[src/design/nhd_pkg.sv]
// Shared types and constants for the NRZI HDLC bit deframer.
`timescale 1ns / 1ps
`default_nettype none

package nhd_pkg;

    // Drift history depth and derived widths.
    localparam int DRIFT_DEPTH = 6;
    localparam int SLOT_W      = (DRIFT_DEPTH > 1) ? $clog2(DRIFT_DEPTH) : 1;
    localparam int DRIFT_W     = 5;
    localparam int SUM_W       = $clog2(DRIFT_DEPTH * 16 + 1) + 1;

    // Restoring divider: one quotient bit per step over the 9-bit dividend.
    localparam int DIV_W       = 9;
    localparam int DIV_STEPS   = DIV_W;
    localparam int DIV_CNT_W   = $clog2(DIV_STEPS);

    localparam logic [7:0] FLAG_BYTE = 8'h7E;
    localparam logic [5:0] SPB_MIN   = 6'd4;
    localparam logic [5:0] SPB_MAX   = 6'd32;

    // Register reset values.
    localparam logic [5:0] SPB_RST  = 6'd11;
    localparam logic [4:0] THR_RST  = 5'd3;
    localparam logic [7:0] MINF_RST = 8'd10;
    localparam logic [7:0] MAXF_RST = 8'd200;

    // Configuration register indexes.
    typedef enum logic [1:0] {
        CFG_SAMPLES_PER_BIT = 2'd0,
        CFG_DRIFT_THRESHOLD = 2'd1,
        CFG_MIN_FRAME_BYTES = 2'd2,
        CFG_MAX_FRAME_BYTES = 2'd3
    } t_cfg_idx;

    typedef enum logic [1:0] {
        KIND_DATA  = 2'd0,
        KIND_START = 2'd1,
        KIND_END   = 2'd2,
        KIND_ABORT = 2'd3
    } t_kind;

    typedef enum logic [2:0] {
        ST_IDLE,
        ST_DIV,
        ST_UPDATE,
        ST_SCAN,
        ST_DRAIN
    } t_state;

    typedef struct packed {
        logic start;
        logic div_step;
        logic update;
        logic scan_step;
        logic drain_step;
    } t_dp_cmd;

    typedef struct packed {
        logic div_last;
        logic scan_more;
        logic res_none;
        logic drain_last;
    } t_dp_stat;

endpackage

`default_nettype wire

[src/design/nhd_ctrl.sv]
// Sequencing state machine for the NRZI HDLC bit deframer.
`timescale 1ns / 1ps
`default_nettype none

module nhd_ctrl (
    input  logic              i_clk,
    input  logic              i_rst_n,
    input  logic              i_in_valid,
    output logic              o_in_ready,
    input  logic              i_out_free,
    input  nhd_pkg::t_dp_stat i_stat,
    output nhd_pkg::t_dp_cmd  o_cmd
);
    import nhd_pkg::*;

    t_state r_state;
    t_state n_state;

    always_ff @(posedge i_clk) begin
        if (!i_rst_n) begin
            r_state <= ST_IDLE;
        end else begin
            r_state <= n_state;
        end
    end

    always_comb begin
        n_state = r_state;
        case (r_state)
            ST_IDLE: begin
                if (i_in_valid) n_state = ST_DIV;
            end
            ST_DIV: begin
                if (i_stat.div_last) n_state = ST_UPDATE;
            end
            ST_UPDATE: begin
                n_state = ST_SCAN;
            end
            ST_SCAN: begin
                if (!i_stat.scan_more) begin
                    n_state = i_stat.res_none ? ST_IDLE : ST_DRAIN;
                end
            end
            ST_DRAIN: begin
                if (i_out_free && i_stat.drain_last) n_state = ST_IDLE;
            end
            default: n_state = ST_IDLE;
        endcase
    end

    always_comb begin
        o_in_ready = 1'b0;
        o_cmd      = '0;
        case (r_state)
            ST_IDLE: begin
                o_in_ready  = 1'b1;
                o_cmd.start = i_in_valid;
            end
            ST_DIV: begin
                o_cmd.div_step = 1'b1;
            end
            ST_UPDATE: begin
                o_cmd.update = 1'b1;
            end
            ST_SCAN: begin
                o_cmd.scan_step = i_stat.scan_more;
            end
            ST_DRAIN: begin
                o_cmd.drain_step = i_out_free;
            end
            default: begin
                o_cmd = '0;
            end
        endcase
    end

endmodule

`default_nettype wire

[src/design/nhd_datapath.sv]
// Datapath: config registers, divider, drift history, bit queue and result buffer.
`timescale 1ns / 1ps
`default_nettype none

module nhd_datapath (
    input  logic              i_clk,
    input  logic              i_rst_n,
    input  logic              i_cfg_valid,
    input  logic [1:0]        i_cfg_index,
    input  logic [7:0]        i_cfg_data,
    input  logic [7:0]        i_samples,
    input  nhd_pkg::t_dp_cmd  i_cmd,
    output nhd_pkg::t_dp_stat o_stat,
    output nhd_pkg::t_kind    o_res_kind,
    output logic [7:0]        o_res_byte,
    output logic              o_res_last
);
    import nhd_pkg::*;

    // Configuration
    logic [5:0] r_spb;
    logic [4:0] r_thr;
    logic [7:0] r_min_bytes;
    logic [7:0] r_max_bytes;

    // Divider
    logic [DIV_W-1:0]     r_quo;
    logic [5:0]           r_rem;
    logic [DIV_CNT_W-1:0] r_div_cnt;

    // Link state
    logic [15:0] r_queue,       n_queue;
    logic [4:0]  r_queued,      n_queued;
    logic        r_in_frame,    n_in_frame;
    logic [7:0]  r_frame_bytes, n_frame_bytes;

    // Drift tracking
    logic signed [DRIFT_W-1:0] r_hist [DRIFT_DEPTH];
    logic signed [SUM_W-1:0]   r_sum;
    logic [SLOT_W-1:0]         r_slot;

    // Results of the current item
    t_kind      r_res_kind [2];
    logic [7:0] r_res_byte [2];
    logic [1:0] r_res_cnt;
    logic       r_drain_idx;

    logic [5:0]                spb_c;
    logic [4:0]                half;
    logic signed [SUM_W-1:0]   thr_pos;
    logic signed [SUM_W-1:0]   thr_neg;
    logic [7:0]                s_adj;
    logic [DIV_W-1:0]          t_val;
    logic [6:0]                trial;
    logic                      trial_ge;
    logic signed [6:0]         err_w;
    logic signed [DRIFT_W-1:0] err;
    logic [SLOT_W-1:0]         slot_n;
    logic signed [DRIFT_W-1:0] hist_old;
    logic [4:0]                ones_mask;
    logic [4:0]                add_bits;
    logic [7:0]                byte_lo;
    logic                      put_en;
    t_kind                     put_kind;
    logic [7:0]                put_byte;

    // Clamp the bit rate and form the rounding offset.
    always_comb begin
        if (r_spb < SPB_MIN) begin
            spb_c = SPB_MIN;
        end else if (r_spb > SPB_MAX) begin
            spb_c = SPB_MAX;
        end else begin
            spb_c = r_spb;
        end
        half    = spb_c[5:1];
        thr_pos = $signed(SUM_W'({1'b0, r_thr}));
        thr_neg = -thr_pos;
    end

    // Nudge the count against accumulated drift, then add half a bit.
    always_comb begin
        s_adj = i_samples;
        if (r_sum >= thr_pos) begin
            s_adj = i_samples - 8'd1;
        end else if (r_sum <= thr_neg) begin
            s_adj = i_samples + 8'd1;
        end
        t_val = DIV_W'({1'b0, s_adj}) + DIV_W'(half);
    end

    assign trial    = {r_rem, r_quo[DIV_W-1]};
    assign trial_ge = (trial >= {1'b0, spb_c});

    // Drift of this change and the history slot it lands in.
    always_comb begin
        err_w    = $signed({1'b0, r_rem}) - $signed({2'b00, half});
        err      = err_w[DRIFT_W-1:0];
        slot_n   = (r_slot == SLOT_W'(DRIFT_DEPTH - 1)) ? '0 : r_slot + SLOT_W'(1);
        hist_old = r_hist[slot_n];
    end

    // Ones queued for a run of two to six bit times.
    always_comb begin
        case (r_quo)
            9'd2:    begin ones_mask = 5'b00001; add_bits = 5'd2; end
            9'd3:    begin ones_mask = 5'b00011; add_bits = 5'd3; end
            9'd4:    begin ones_mask = 5'b00111; add_bits = 5'd4; end
            9'd5:    begin ones_mask = 5'b01111; add_bits = 5'd5; end
            9'd6:    begin ones_mask = 5'b11111; add_bits = 5'd5; end
            default: begin ones_mask = 5'b00000; add_bits = 5'd0; end
        endcase
    end

    assign byte_lo = r_queue[7:0];

    // Bit queue update and byte extraction.
    always_comb begin
        n_queue       = r_queue;
        n_queued      = r_queued;
        n_in_frame    = r_in_frame;
        n_frame_bytes = r_frame_bytes;
        put_en        = 1'b0;
        put_kind      = KIND_DATA;
        put_byte      = 8'h00;
        if (i_cmd.update) begin
            case (r_quo)
                9'd1: begin
                    n_queued = r_queued + 5'd1;
                end
                9'd2, 9'd3, 9'd4, 9'd5, 9'd6: begin
                    n_queue  = r_queue | (16'(ones_mask) << r_queued[3:0]);
                    n_queued = r_queued + add_bits;
                end
                9'd7: begin
                    if (r_queued >= 5'd4) begin
                        n_queue  = {FLAG_BYTE, r_queue[7:0]};
                        n_queued = 5'd16;
                    end else begin
                        n_queue  = {8'h00, FLAG_BYTE};
                        n_queued = 5'd8;
                    end
                end
                default: begin
                    n_queue       = '0;
                    n_queued      = '0;
                    n_in_frame    = 1'b0;
                    n_frame_bytes = '0;
                    put_en        = r_in_frame;
                    put_kind      = KIND_ABORT;
                end
            endcase
        end else if (i_cmd.scan_step) begin
            if (byte_lo == FLAG_BYTE) begin
                if (!r_in_frame) begin
                    n_in_frame = 1'b1;
                    put_en     = 1'b1;
                    put_kind   = KIND_START;
                end else if (r_frame_bytes >= r_min_bytes) begin
                    put_en        = 1'b1;
                    put_kind      = KIND_END;
                    n_frame_bytes = '0;
                end
                n_queue  = r_queue >> 8;
                n_queued = r_queued - 5'd8;
            end else if (r_in_frame) begin
                if (r_frame_bytes >= r_max_bytes) begin
                    // Overrun: drop the frame and stop taking bytes.
                    n_queue       = '0;
                    n_queued      = '0;
                    n_in_frame    = 1'b0;
                    n_frame_bytes = '0;
                    put_en        = 1'b1;
                    put_kind      = KIND_ABORT;
                end else begin
                    put_en        = 1'b1;
                    put_kind      = KIND_DATA;
                    put_byte      = byte_lo;
                    n_frame_bytes = r_frame_bytes + 8'd1;
                    n_queue       = r_queue >> 8;
                    n_queued      = r_queued - 5'd8;
                end
            end else begin
                // Hunt for a flag one bit at a time.
                n_queue  = r_queue >> 1;
                n_queued = r_queued - 5'd1;
            end
        end
    end

    always_ff @(posedge i_clk) begin
        if (!i_rst_n) begin
            r_spb         <= SPB_RST;
            r_thr         <= THR_RST;
            r_min_bytes   <= MINF_RST;
            r_max_bytes   <= MAXF_RST;
            r_queue       <= '0;
            r_queued      <= '0;
            r_in_frame    <= 1'b0;
            r_frame_bytes <= '0;
            r_sum         <= '0;
            r_slot        <= '0;
            r_res_cnt     <= '0;
            r_drain_idx   <= 1'b0;
            r_div_cnt     <= '0;
            for (int i = 0; i < DRIFT_DEPTH; i++) begin
                r_hist[i] <= '0;
            end
        end else begin
            if (i_cfg_valid) begin
                case (i_cfg_index)
                    CFG_SAMPLES_PER_BIT: r_spb       <= i_cfg_data[5:0];
                    CFG_DRIFT_THRESHOLD: r_thr       <= i_cfg_data[4:0];
                    CFG_MIN_FRAME_BYTES: r_min_bytes <= i_cfg_data;
                    CFG_MAX_FRAME_BYTES: r_max_bytes <= i_cfg_data;
                    default: ;
                endcase
            end

            r_queue       <= n_queue;
            r_queued      <= n_queued;
            r_in_frame    <= n_in_frame;
            r_frame_bytes <= n_frame_bytes;

            if (i_cmd.start) begin
                r_div_cnt   <= '0;
                r_res_cnt   <= '0;
                r_drain_idx <= 1'b0;
            end else begin
                if (i_cmd.div_step) begin
                    r_div_cnt <= r_div_cnt + DIV_CNT_W'(1);
                end
                if (put_en && (r_res_cnt != 2'd2)) begin
                    r_res_cnt <= r_res_cnt + 2'd1;
                end
                if (i_cmd.drain_step) begin
                    r_drain_idx <= r_drain_idx + 1'b1;
                end
            end

            if (i_cmd.update) begin
                r_slot         <= slot_n;
                r_hist[slot_n] <= err;
                r_sum          <= r_sum - SUM_W'(hist_old) + SUM_W'(err);
            end
        end
    end

    // Divider and result payload: no reset needed.
    always_ff @(posedge i_clk) begin
        if (i_cmd.start) begin
            r_quo <= t_val;
            r_rem <= '0;
        end else if (i_cmd.div_step) begin
            r_quo <= {r_quo[DIV_W-2:0], trial_ge};
            r_rem <= trial_ge ? 6'(trial - {1'b0, spb_c}) : trial[5:0];
        end
        if (put_en && (r_res_cnt != 2'd2)) begin
            r_res_kind[r_res_cnt[0]] <= put_kind;
            r_res_byte[r_res_cnt[0]] <= put_byte;
        end
    end

    always_comb begin
        o_stat.div_last   = (r_div_cnt == DIV_CNT_W'(DIV_STEPS - 1));
        o_stat.scan_more  = (r_queued >= 5'd8);
        o_stat.res_none   = (r_res_cnt == 2'd0);
        o_stat.drain_last = ({1'b0, r_drain_idx} == (r_res_cnt - 2'd1));
        o_res_kind        = r_res_kind[r_drain_idx];
        o_res_byte        = r_res_byte[r_drain_idx];
        o_res_last        = o_stat.drain_last;
    end

endmodule

`default_nettype wire

[src/design/nrzi_hdlc_bit_deframer_unit.sv]
// Top level of the NRZI HDLC bit deframer: controller, datapath and output register.
`timescale 1ns / 1ps
`default_nettype none

// Channel   Signals                                     Direction
// input     i_in_valid / o_in_ready, i_samples          into block
// result    o_out_valid / i_out_ready, o_kind,          out of block
//           o_data_byte, o_last
// config    i_cfg_valid / o_cfg_ready, i_cfg_index,     into block
//           i_cfg_data
//
// An item passes through an accept step, the restoring divider (one quotient
// bit per step), an update of the drift history and bit queue, a scan that
// takes one byte or hunted bit from the queue per step, and a drain step per
// result, which waits while the result side stalls.
// Reset (synchronous, active low) clears the link state, drift history and
// registers to their defaults. A stalled result holds in the output register;
// the next item is taken once the last result of this one is loaded there.

module nrzi_hdlc_bit_deframer_unit (
    input  logic       i_clk,
    input  logic       i_rst_n,
    input  logic       i_in_valid,
    output logic       o_in_ready,
    input  logic [7:0] i_samples,
    output logic       o_out_valid,
    input  logic       i_out_ready,
    output logic [1:0] o_kind,
    output logic [7:0] o_data_byte,
    output logic       o_last,
    input  logic       i_cfg_valid,
    output logic       o_cfg_ready,
    input  logic [1:0] i_cfg_index,
    input  logic [7:0] i_cfg_data
);
    import nhd_pkg::*;

    t_dp_cmd    cmd;
    t_dp_stat   stat;
    t_kind      res_kind;
    logic [7:0] res_byte;
    logic       res_last;
    logic       out_free;

    logic       r_out_valid;
    t_kind      r_out_kind;
    logic [7:0] r_out_byte;
    logic       r_out_last;

    // Registers take a write in any cycle; the user must write only while idle, the block does not enforce it.
    assign o_cfg_ready = 1'b1;

    // The output register can take a new item when empty or being emptied.
    assign out_free = !r_out_valid || i_out_ready;

    nhd_ctrl u_ctrl (
        .i_clk      (i_clk),
        .i_rst_n    (i_rst_n),
        .i_in_valid (i_in_valid),
        .o_in_ready (o_in_ready),
        .i_out_free (out_free),
        .i_stat     (stat),
        .o_cmd      (cmd)
    );

    nhd_datapath u_dp (
        .i_clk       (i_clk),
        .i_rst_n     (i_rst_n),
        .i_cfg_valid (i_cfg_valid),
        .i_cfg_index (i_cfg_index),
        .i_cfg_data  (i_cfg_data),
        .i_samples   (i_samples),
        .i_cmd       (cmd),
        .o_stat      (stat),
        .o_res_kind  (res_kind),
        .o_res_byte  (res_byte),
        .o_res_last  (res_last)
    );

    // Hold the valid flag: set on load, drop when the item is taken.
    always_ff @(posedge i_clk) begin
        if (!i_rst_n) begin
            r_out_valid <= 1'b0;
        end else if (cmd.drain_step) begin
            r_out_valid <= 1'b1;
        end else if (i_out_ready) begin
            r_out_valid <= 1'b0;
        end
    end

    // Load the payload from the result buffer, one item per drain step.
    always_ff @(posedge i_clk) begin
        if (cmd.drain_step) begin
            r_out_kind <= res_kind;
            r_out_byte <= res_byte;
            r_out_last <= res_last;
        end
    end

    assign o_out_valid = r_out_valid;
    assign o_kind      = r_out_kind;
    assign o_data_byte = r_out_byte;
    assign o_last      = r_out_last;

endmodule

`default_nettype wire
[config.mk]
export PLATFORM = sky130hd
export DESIGN_NAME = nrzi_hdlc_bit_deframer_unit
export DESIGN_NICKNAME = d
export VERILOG_FILES = /design/src/design/nhd_pkg.sv /design/src/design/nhd_ctrl.sv /design/src/design/nhd_datapath.sv /design/src/design/nrzi_hdlc_bit_deframer_unit.sv
export SDC_FILE = /design/constraint.sdc
export NUM_CORES = 1
export LEC_CHECK = 0
export BUFFER_PORTS_ARGS = -buffer_cell sky130_fd_sc_hd__clkbuf_2
export CAP_MARGIN = 20
export CORE_MARGIN = 2
export CORE_UTILIZATION = 40
export CTS_CLUSTER_SIZE = 14
export DETAILED_ROUTE_END_ITERATION = 7
export GPL_ROUTABILITY_DRIVEN = 0
export PLACE_DENSITY = 0.55
export SYNTH_ARGS = -nofsm -noshare
export SYNTH_HDL_FRONTEND = slang
export SYNTH_SLANG_ARGS = --single-unit
[constraint.sdc]
create_clock -name i_clk -period 4.8 [get_ports i_clk]
set_input_delay 0.48 -clock i_clk [delete_from_list [all_inputs] [get_ports i_clk]]
set_output_delay 0.48 -clock i_clk [all_outputs]
set_load 0.02 [all_outputs]
==> results of run 1 <==
[report_power, final]
group	leakage, nW	switching [mW]	total (mW)	internal [mW]
sequential	1.50	0.0581	1.54	1.48
clock	0.308	0.617	1.51	0.890
combinational	2.44	0.610	1.08	0.475
total	4.24	1.28	4.13	2.84
[stage by stage]
stage,worst slack [ns],hold WS (ns)
after floorplan,0.963,0.433
after global placement,0.519,0.443
after detailed placement,0.470,0.448
after CTS,0.431,0.279
after global routing,0.0619,0.290
final,0.467,0.290
[final timing paths]
kind | startpoint | endpoint | slack (ns)
setup / recovery | u_dp.r_spb[3]$_SDFFE_PN1P_ | u_dp.r_sum[7]$_SDFFE_PN0P_ | 0.47
hold / removal | i_cfg_data[7] | u_dp.r_min_bytes[7]$_SDFFE_PN0P_ | 0.29
setup reg to reg | u_dp.r_spb[3]$_SDFFE_PN1P_ | u_dp.r_sum[7]$_SDFFE_PN0P_ | 0.47
hold reg to reg | u_dp.r_sum[0]$_SDFFE_PN0P_ | u_dp.r_sum[0]$_SDFFE_PN0P_ | 0.46
[area by class of cell]
class,count,area share [%]
flip-flops and latches,160,37.3
well taps,319,3.77
clock buffers,17,4.02
clock inverters,15,2.08
multi-input cells,760,47.8
inverters,73,2.59
repair buffers,46,2.41
[cells in the mapped netlist, drive strengths merged (4+ instances only)]
| cell type | number |
|---|---|
| dfxtp | 85 |
| or2 | 5 |
| a221oi | 6 |
| nor2b | 7 |
| o31ai | 8 |
| ha | 63 |
| clkbuf | 38 |
| nor3 | 20 |
| a211oi | 9 |
| or3 | 9 |
| o211ai | 7 |
| o41ai | 4 |
| o22ai | 4 |
| nand2b | 10 |
| nand3 | 33 |
| a21oi | 74 |
| nand2 | 128 |
| edfxtp | 75 |
| mux4 | 5 |
| a22oi | 4 |
| nor2 | 116 |
| buf | 10 |
| xor2 | 16 |
| o21ai | 59 |
| a31oi | 13 |
| a21o | 23 |
| nand4 | 8 |
| xnor2 | 28 |
| mux2i | 25 |
| and3 | 4 |
| mux2 | 11 |
| and2 | 5 |
| fa | 11 |
| o21a | 4 |
| or4 | 4 |
| inv | 73 |
[critical path, stage by stage, from the launching register on]
cell and delay [ns]:
dfxtp_1 0.33, nor2_1 0.10, nor2_1 0.04, nor2_1 0.26, inv_1 0.14, ha_1 0.36
a21o_1 0.20, a21oi_1 0.17, xor2_1 0.50, inv_1 0.12, fa_1 0.45, ha_1 0.34
nor2b_1 0.14, o21a_1 0.19, o41ai_1 0.31, xnor2_1 0.14, or3_1 0.31, a21oi_1 0.15
[layer usage]
layer	vias up	wire length, um
li1	3705	-
met2	114	9680
met4	0	346
met5	-	0
met3	22	667
met1	3466	11100
[kinds of logic after synthesis]
logic type               after synthesis
other                                  1
adder cells (fa/ha/maj)               74
multiplexers                          41
buffers and inverters                121
flip-flops                           160
AO/OA/AOI/OAI                        235
AND/OR/NAND/NOR                      365
XOR/XNOR                              44
[sequential cells by signal, indices dropped and copies added (netlist names), 3 cells and up]
name,cells
u_dp.r_slot,3
u_dp.r_quo,9
u_dp.r_queued,5
u_dp.r_frame_bytes,8
u_dp.r_rem,6
u_dp.r_hist,35
o_data_byte,8
u_dp.r_div_cnt,4
u_ctrl.r_state,3
u_dp.r_sum,8
u_dp.r_queue,16
u_dp.r_spb,6
u_dp.r_min_bytes,8
u_dp.r_res_byte,16
u_dp.r_max_bytes,8
u_dp.r_res_kind,4
u_dp.r_thr,5
[placed cells by master (no fill, tap or decap), types with 16 or more instances in the layout]
cell type / synthesis / final
nor2_1: 112 / 112
nor3_1: 20 / 19
nand3_1: 33 / 33
a21oi_1: 70 / 70
a21o_1: 23 / 23
xor2_1: 16 / 16
edfxtp_1: 75 / 75
clkbuf_2: 0 / 36
o21ai_0: 57 / 57
clkbuf_16: 0 / 17
nand2_1: 128 / 128
mux2i_1: 25 / 25
xnor2_1: 28 / 28
ha_1: 63 / 63
dfxtp_1: 85 / 85
inv_1: 73 / 73
==> key figures, run 1 <==
Status
  – Status: completed

Final layout
  – Antenna diodes: 0
  – Post-layout util: 45.3%
  – Final Non-Filler Cells: approximately 1400
  – Share of layout cells above drive strength 1: between 10% and 20%
  – FF/Latch Area: 0.00395 sq mm
  – Synthesis-to-layout area growth: 11.7%
  – Design Area, Final: between 0.01 and 0.015 sq mm
  – Layout fillers: between 2000 and 2500
  – Footprint of the multi-input gates: roughly 0.005 sq mm
  – Nets: approximately 1200

STA
  – Relative slew margins: 39.2%
  – Fin Setup TNS: 0 ns
  – Final period utilization: 90.3%
  – Fmax: approximately 230 MHz
  – Worst clock skew: 0.0152 ns
  – Final count of negative-setup-slack endpoints: 0
  – RSZ-0062 raised after global routing: no
  – Hold Vio Cnt, Final: 0
  – Final min period: approximately 4.3 ns
  – Slew Limit Fails: 0
  – Worst Tran Pin Value: ~0.91 ns

Logic synthesis
  – Post-synth top area share: about a quarter
  – Top_reg_cell synth: dfxtp_1
  – Post-synthesis xor/xnor area fraction: 4.06%
  – Post-Synth Adder-Cell Area: between 10% and 20%
  – Synth cell types: a little over 70
  – Synthesized cell area: about 0.0095 sq mm
  – Compound-cell area share of the yosys netlist: about 16%
  – Area leader, netlist: edfxtp_1
  – Cells after synthesis: 1041
  – Multiplexer share of the synthesized area: roughly 5%
  – Combinational family with the most area after synthesis: simple AND/OR/NAND/NOR gates
  – EDFF count, synth: 75
  – Flops & latches, synth: 160
  – Syn Nets: between 1000 and 1500
  – Synthesized area per cell: ~9.1 sq um
  – Post-synthesis async set-or-reset flop share: 0%
  – Seq/Total Area, Yosys: about two fifths
  – Synth area leaders: edfxtp_1, dfxtp_1, ha_1, nand2_1, nor2_1
  – Yosys warns: 0
  – Simple-Gate Fraction of Synth Area: between 10% and 20%

GRT
  – Grt ovf: 0
  – M1 GR Usage: approximately a quarter
  – Gr busiest metal: met2
  – Initial antenna violation count: 0
  – Vias in the first global route: between 7000 and 8000
  – Largest net degree at the start of global routing: 38
  – Tot GR Track Use: between 10% and 20%
  – Global-route met2 utilization: between 20 and 30%
  – First-pass GRT wire length: around 36000 um
  – GRT met3 Usage: ~2.6%

Die
  – I/O pins: 37
  – Core ar.: ~0.023 sq mm
  – Height of the chip: 158 um
  – Row Count: 56
  – Die width: approximately 160 um
  – Total die area: around 0.025 sq mm
  – Starting Density: roughly two fifths

Min path
  – WHS Path Cells: 3
  – Worst Hold Class: input port to register

Pwr
  – Peak supply drop: between 200 and 250 uV
  – Pwr/cell area: between 300 and 400 mW/mm^2
  – Overall power: 4.13 mW
  – Pleak: 4.24 nW

Placed design
  – Post-DP HPWL: roughly 16000 um
  – Area after DPL: ~0.01 sq mm
  – Placed Cells: around 1400
  – IO Port Bufs: 35

Drt
  – Wire per inst: roughly 16 um
  – TritonRoute pass-1 iters: 5
  – WL final: 21800 um
  – Via count: roughly 7300
  – DRC: 0
  – Vias per Instance: ~5.3
  – ANT nets after route: 0
  – Drt initial violations: 448

Job
  – Number of max-cap violations: 0

CTS
  – Clock buffer count from CTS: 17
  – Clk_lat worst skew: 0.43 ns
  – Clock root cell: clkbuf_16
  – Post-CTS Setup Bufs: 0
  – Clk pin slew, worst setup/hold paths: roughly 0.070 ns
  – TritonCTS clock tree: done
  – H-Tree Depth: 4
  – CTS max path bufs: 2
  – Post-cts sizing count: 0
  – Sink Count: 160
  – Post-CTS Hold Fix Bufs: 0

Setup path
  – Crit. End Element: register
  – Crit Path Max Fanout: 7
  – Crit path DAT: approximately 4.7 ns
  – Crit path kind: register to register
  – Crit path launch type: register
  – CP required: between 5 and 6 ns
  – Worst reg-to-reg path cell count: 17
No activity file was read; power rests on OpenSTA's default activity.
==> run 2: changes to the inputs <==
--- a/config.mk
+++ b/config.mk
@@ -7,12 +7,15 @@
 export LEC_CHECK = 0
 export BUFFER_PORTS_ARGS = -buffer_cell sky130_fd_sc_hd__clkbuf_2
 export CAP_MARGIN = 20
+export CELL_PAD_IN_SITES_DETAIL_PLACEMENT = 1
+export CELL_PAD_IN_SITES_GLOBAL_PLACEMENT = 2
 export CORE_MARGIN = 2
 export CORE_UTILIZATION = 40
+export CTS_CLUSTER_DIAMETER = 120
 export CTS_CLUSTER_SIZE = 14
 export DETAILED_ROUTE_END_ITERATION = 7
 export GPL_ROUTABILITY_DRIVEN = 0
-export PLACE_DENSITY = 0.55
+export PLACE_DENSITY = 0.8
 export SYNTH_ARGS = -nofsm -noshare
 export SYNTH_HDL_FRONTEND = slang
 export SYNTH_SLANG_ARGS = --single-unit
==> run 2 against run 1 <==
Net effect: sequential share of layout area grew 0.28 points; combinational power about the same; count of clock-buffer cells in the layout increased by 1; core utilization decreased by 0.34 points; first-iteration DRC count is 21% lower; clock skew is 0.0032 ns lower.
==> key figures, run 2 (synthesis results as in run 1) <==
Status
  – Status: completed

Setup path
  – Worst path max stage delay: 0.48 ns (-0.02 ns)
  – Crit. End Element: register
  – Crit path kind: register to register
  – CP required: 5.16 ns (about the same)
  – Worst reg-to-reg path cell count: 18 (+1)
  – CP max-delay cell: fa_1
  – Crit path DAT: 4.69 ns (about the same)
  – Crit path launch type: register
  – CP Cell Sequence: nor3_1 > nor2_1 > nand2_1 > inv_1 > ha_1 > fa_1 > inv_1 > a21o_1 > a21oi_1 > xor2_1 > inv_1 > fa_1 > ha_1 > o21a_1 > o41ai_1 > xnor2_1 > or3_1 > a21oi_1
  – CP dominant cell by count: inv_1
  – Crit Path Max Fanout: 7 (unchanged)

Die
  – I/O pins: 37 (unchanged)
  – Total die area: 0.0250 sq mm (unchanged)
  – Starting Density: 40.5% (unchanged)
  – Row Count: 56 (unchanged)
  – Die width: 158 um (unchanged)
  – Height of the chip: 158 um (unchanged)
  – Core ar.: 0.0234 sq mm (unchanged)

Min path
  – Worst Hold Class: input port to register
  – WHS Path Cells: 3 (unchanged)

Job
  – Number of max-cap violations: 0 (unchanged)

Pwr
  – Pleak: 4.21 nW (-0.76%)
  – Internal power: 2.65 mW (-6.7%)
  – Peak supply drop: 226 uV (-3.2%)
  – Clk pwr share: 33.3% (-3.2 points)
  – Net Sw Frac: 33.3% (+2.2 points)
  – Pwr/cell area: 378 mW/mm^2 (-2.9%)
  – Switch Pwr: 1.33 mW (+3.2%)
  – Gate power share: 27.8% (+1.5 points)
  – Sequential group share of total power: 38.8% (+1.6 points)

STA
  – Fin Setup TNS: 0 ns (unchanged)
  – Fmax: 231 MHz (about the same)
  – Final min period: 4.33 ns (+0.000921 ns)
  – Final count of negative-setup-slack endpoints: 0 (unchanged)
  – Worst clock skew: 0.0119 ns (-0.00325 ns)
  – Relative slew margins: 36.7% (-2.5 points)
  – RSZ-0062 raised after global routing: no
  – Hold Vio Cnt, Final: 0 (unchanged)
  – Worst Hold Margin: 0.286 ns (-0.00406 ns)
  – Final period utilization: 90.3% (about the same)
  – Slew Limit Fails: 0 (unchanged)
  – Worst Tran Pin Value: 0.925 ns (+0.0182 ns)

Drt
  – Wire per inst: 18.1 um (+15%)
  – WL final: 25200 um (+15%)
  – DRC: 0 (unchanged)
  – TritonRoute pass-1 iters: 5 (unchanged)
  – Vias per Instance: 5.46 (+3.9%)
  – Drt initial violations: 352 (-21%)
  – Via count: 7585 (+3.8%)
  – ANT nets after route: 0 (unchanged)

GRT
  – Grt ovf: 0 (unchanged)
  – Tot GR Track Use: 20.9% (+2.4 points)
  – Largest net degree at the start of global routing: 38 (unchanged)
  – First-pass GRT wire length: 40700 um (+12%)
  – Vias in the first global route: 7696 (+8.9%)
  – Initial antenna violation count: 0 (unchanged)

Placed design
  – Area after DPL: 0.00994 sq mm (unchanged)
  – IO Port Bufs: 35 (unchanged)
  – Post-DP HPWL: 18500 um (+15%)
  – Placed Cells: 1357 (unchanged)

Final layout
  – Largest register FFs: 35 (unchanged)
  – Post-layout util: 44.9% (-0.34 points)
  – Commonest non-fill, non-tap cell in the layout: nand2_1
  – Register bank with the most flops: u_dp.r_hist
  – Most frequent cells in the layout: nand2_1, nor2_1, dfxtp_1
  – Synthesis-to-layout area growth: 10.8%
  – Final Non-Filler Cells: 1389 (-0.072%)
  – Layout fillers: 2749 (+20%)
  – Nets: 1154 (-0.087%)
  – Design Area, Final: 0.0105 sq mm (-0.76%)
  – Antenna diodes: 0 (unchanged)
  – Share of layout cells above drive strength 1: 10.7% (about the same)

CTS
  – Clock root cell: clkbuf_16
  – Clk pin slew, worst setup/hold paths: 0.07 ns (about the same)
  – Post-CTS Hold Fix Bufs: 0 (unchanged)
  – H-Tree Depth: 4 (unchanged)
  – Clock buffer count from CTS: 17 (unchanged)
  – TritonCTS clock tree: done
  – CTS max path bufs: 2 (unchanged)
  – Clk_lat worst skew: 0.43 ns (about the same)
  – Sink Count: 160 (unchanged)
==> run 2: cell types whose count changed in the layout (fill, tap and decap cells not counted) <==
cell | before | now
inv_6 | 3 | 8
bufinv_16 | 4 | 0
inv_8 | 4 | 0
inv_4 | 0 | 2
clkbuf_16 | 17 | 18
clkbuf_2 | 36 | 35
clkinv_2 | 0 | 1
clkinv_4 | 1 | 2
clkinvlp_2 | 1 | 0
clkinvlp_4 | 2 | 1
xor2_1 | 16 | 15
xor2_2 | 0 | 1
==> run 2: path summary, 6_finish.rpt <==
check                                    from                          endpoint  slack (ns)
min reg2reg  u_dp.r_min_bytes[4]$_SDFFE_PN0P_  u_dp.r_min_bytes[4]$_SDFFE_PN0P_        0.45
max reg2reg        u_dp.r_spb[2]$_SDFFE_PN0P_        u_dp.r_sum[7]$_SDFFE_PN0P_        0.47
min                             i_cfg_data[6]  u_dp.r_min_bytes[6]$_SDFFE_PN0P_        0.29
max                u_dp.r_spb[2]$_SDFFE_PN0P_        u_dp.r_sum[7]$_SDFFE_PN0P_        0.47
==> run 2: cell type report <==
class                      count  area (sq um)  area share, %
timing repair buffer          45           250           2.38
clock buffer                  18           450           4.28
tap                          319           399           3.80
inverter                      73           274           2.61
multi-input combinational    760          5070           48.3
clock inverter                14           113           1.07
sequential                   160          3950           37.6
==> run 2: metrics by stage <==
step	power [mW]	worst slack [ns]
floorplan	2.39	0.963
global placement	2.64	0.584
detailed placement	2.67	0.471
CTS	4.00	0.463
global route	4.20	0.0569
finish	3.98	0.466
==> run 2: timing repair <==
item,in CTS,in global routing
endpoints found under the setup margin,0,1
hold endpoints to repair,0,0
setup buffers,0,0
resized for setup,0,1
==> run 2: worst max-delay path, delay by kind of cell, from the launching register on <==
kind	cells	cell delay, ns
flip-flops	1	0.33
adder cells (fa/ha/maj)	4	1.49
AND/OR/NAND/NOR	4	0.66
AO/OA/AOI/OAI	5	0.77
buffers and inverters	3	0.40
XOR/XNOR	2	0.60
==> run 2: power groups by stage <==
stage / Clock [mW] / Sequential (mW) / Combinational (mW)
finish: 1.33 / 1.54 / 1.11
global route: 1.40 / 1.55 / 1.25
CTS: 1.35 / 1.54 / 1.11
detailed placement: 0 / 1.57 / 1.10
global placement: 0 / 1.57 / 1.07
floorplan: 0 / 1.53 / 0.855
==> run 2: per-layer routing <==
layer | track usage (%) | up-vias | wire length [um]
met3 | 3.37 | 17 | 683
met2 | 35.3 | 89 | 12100
met1 | 28.7 | 3764 | 12100
met4 | 3.90 | 0 | 196
met5 | 0 | - | 0
li1 | - | 3715 | -
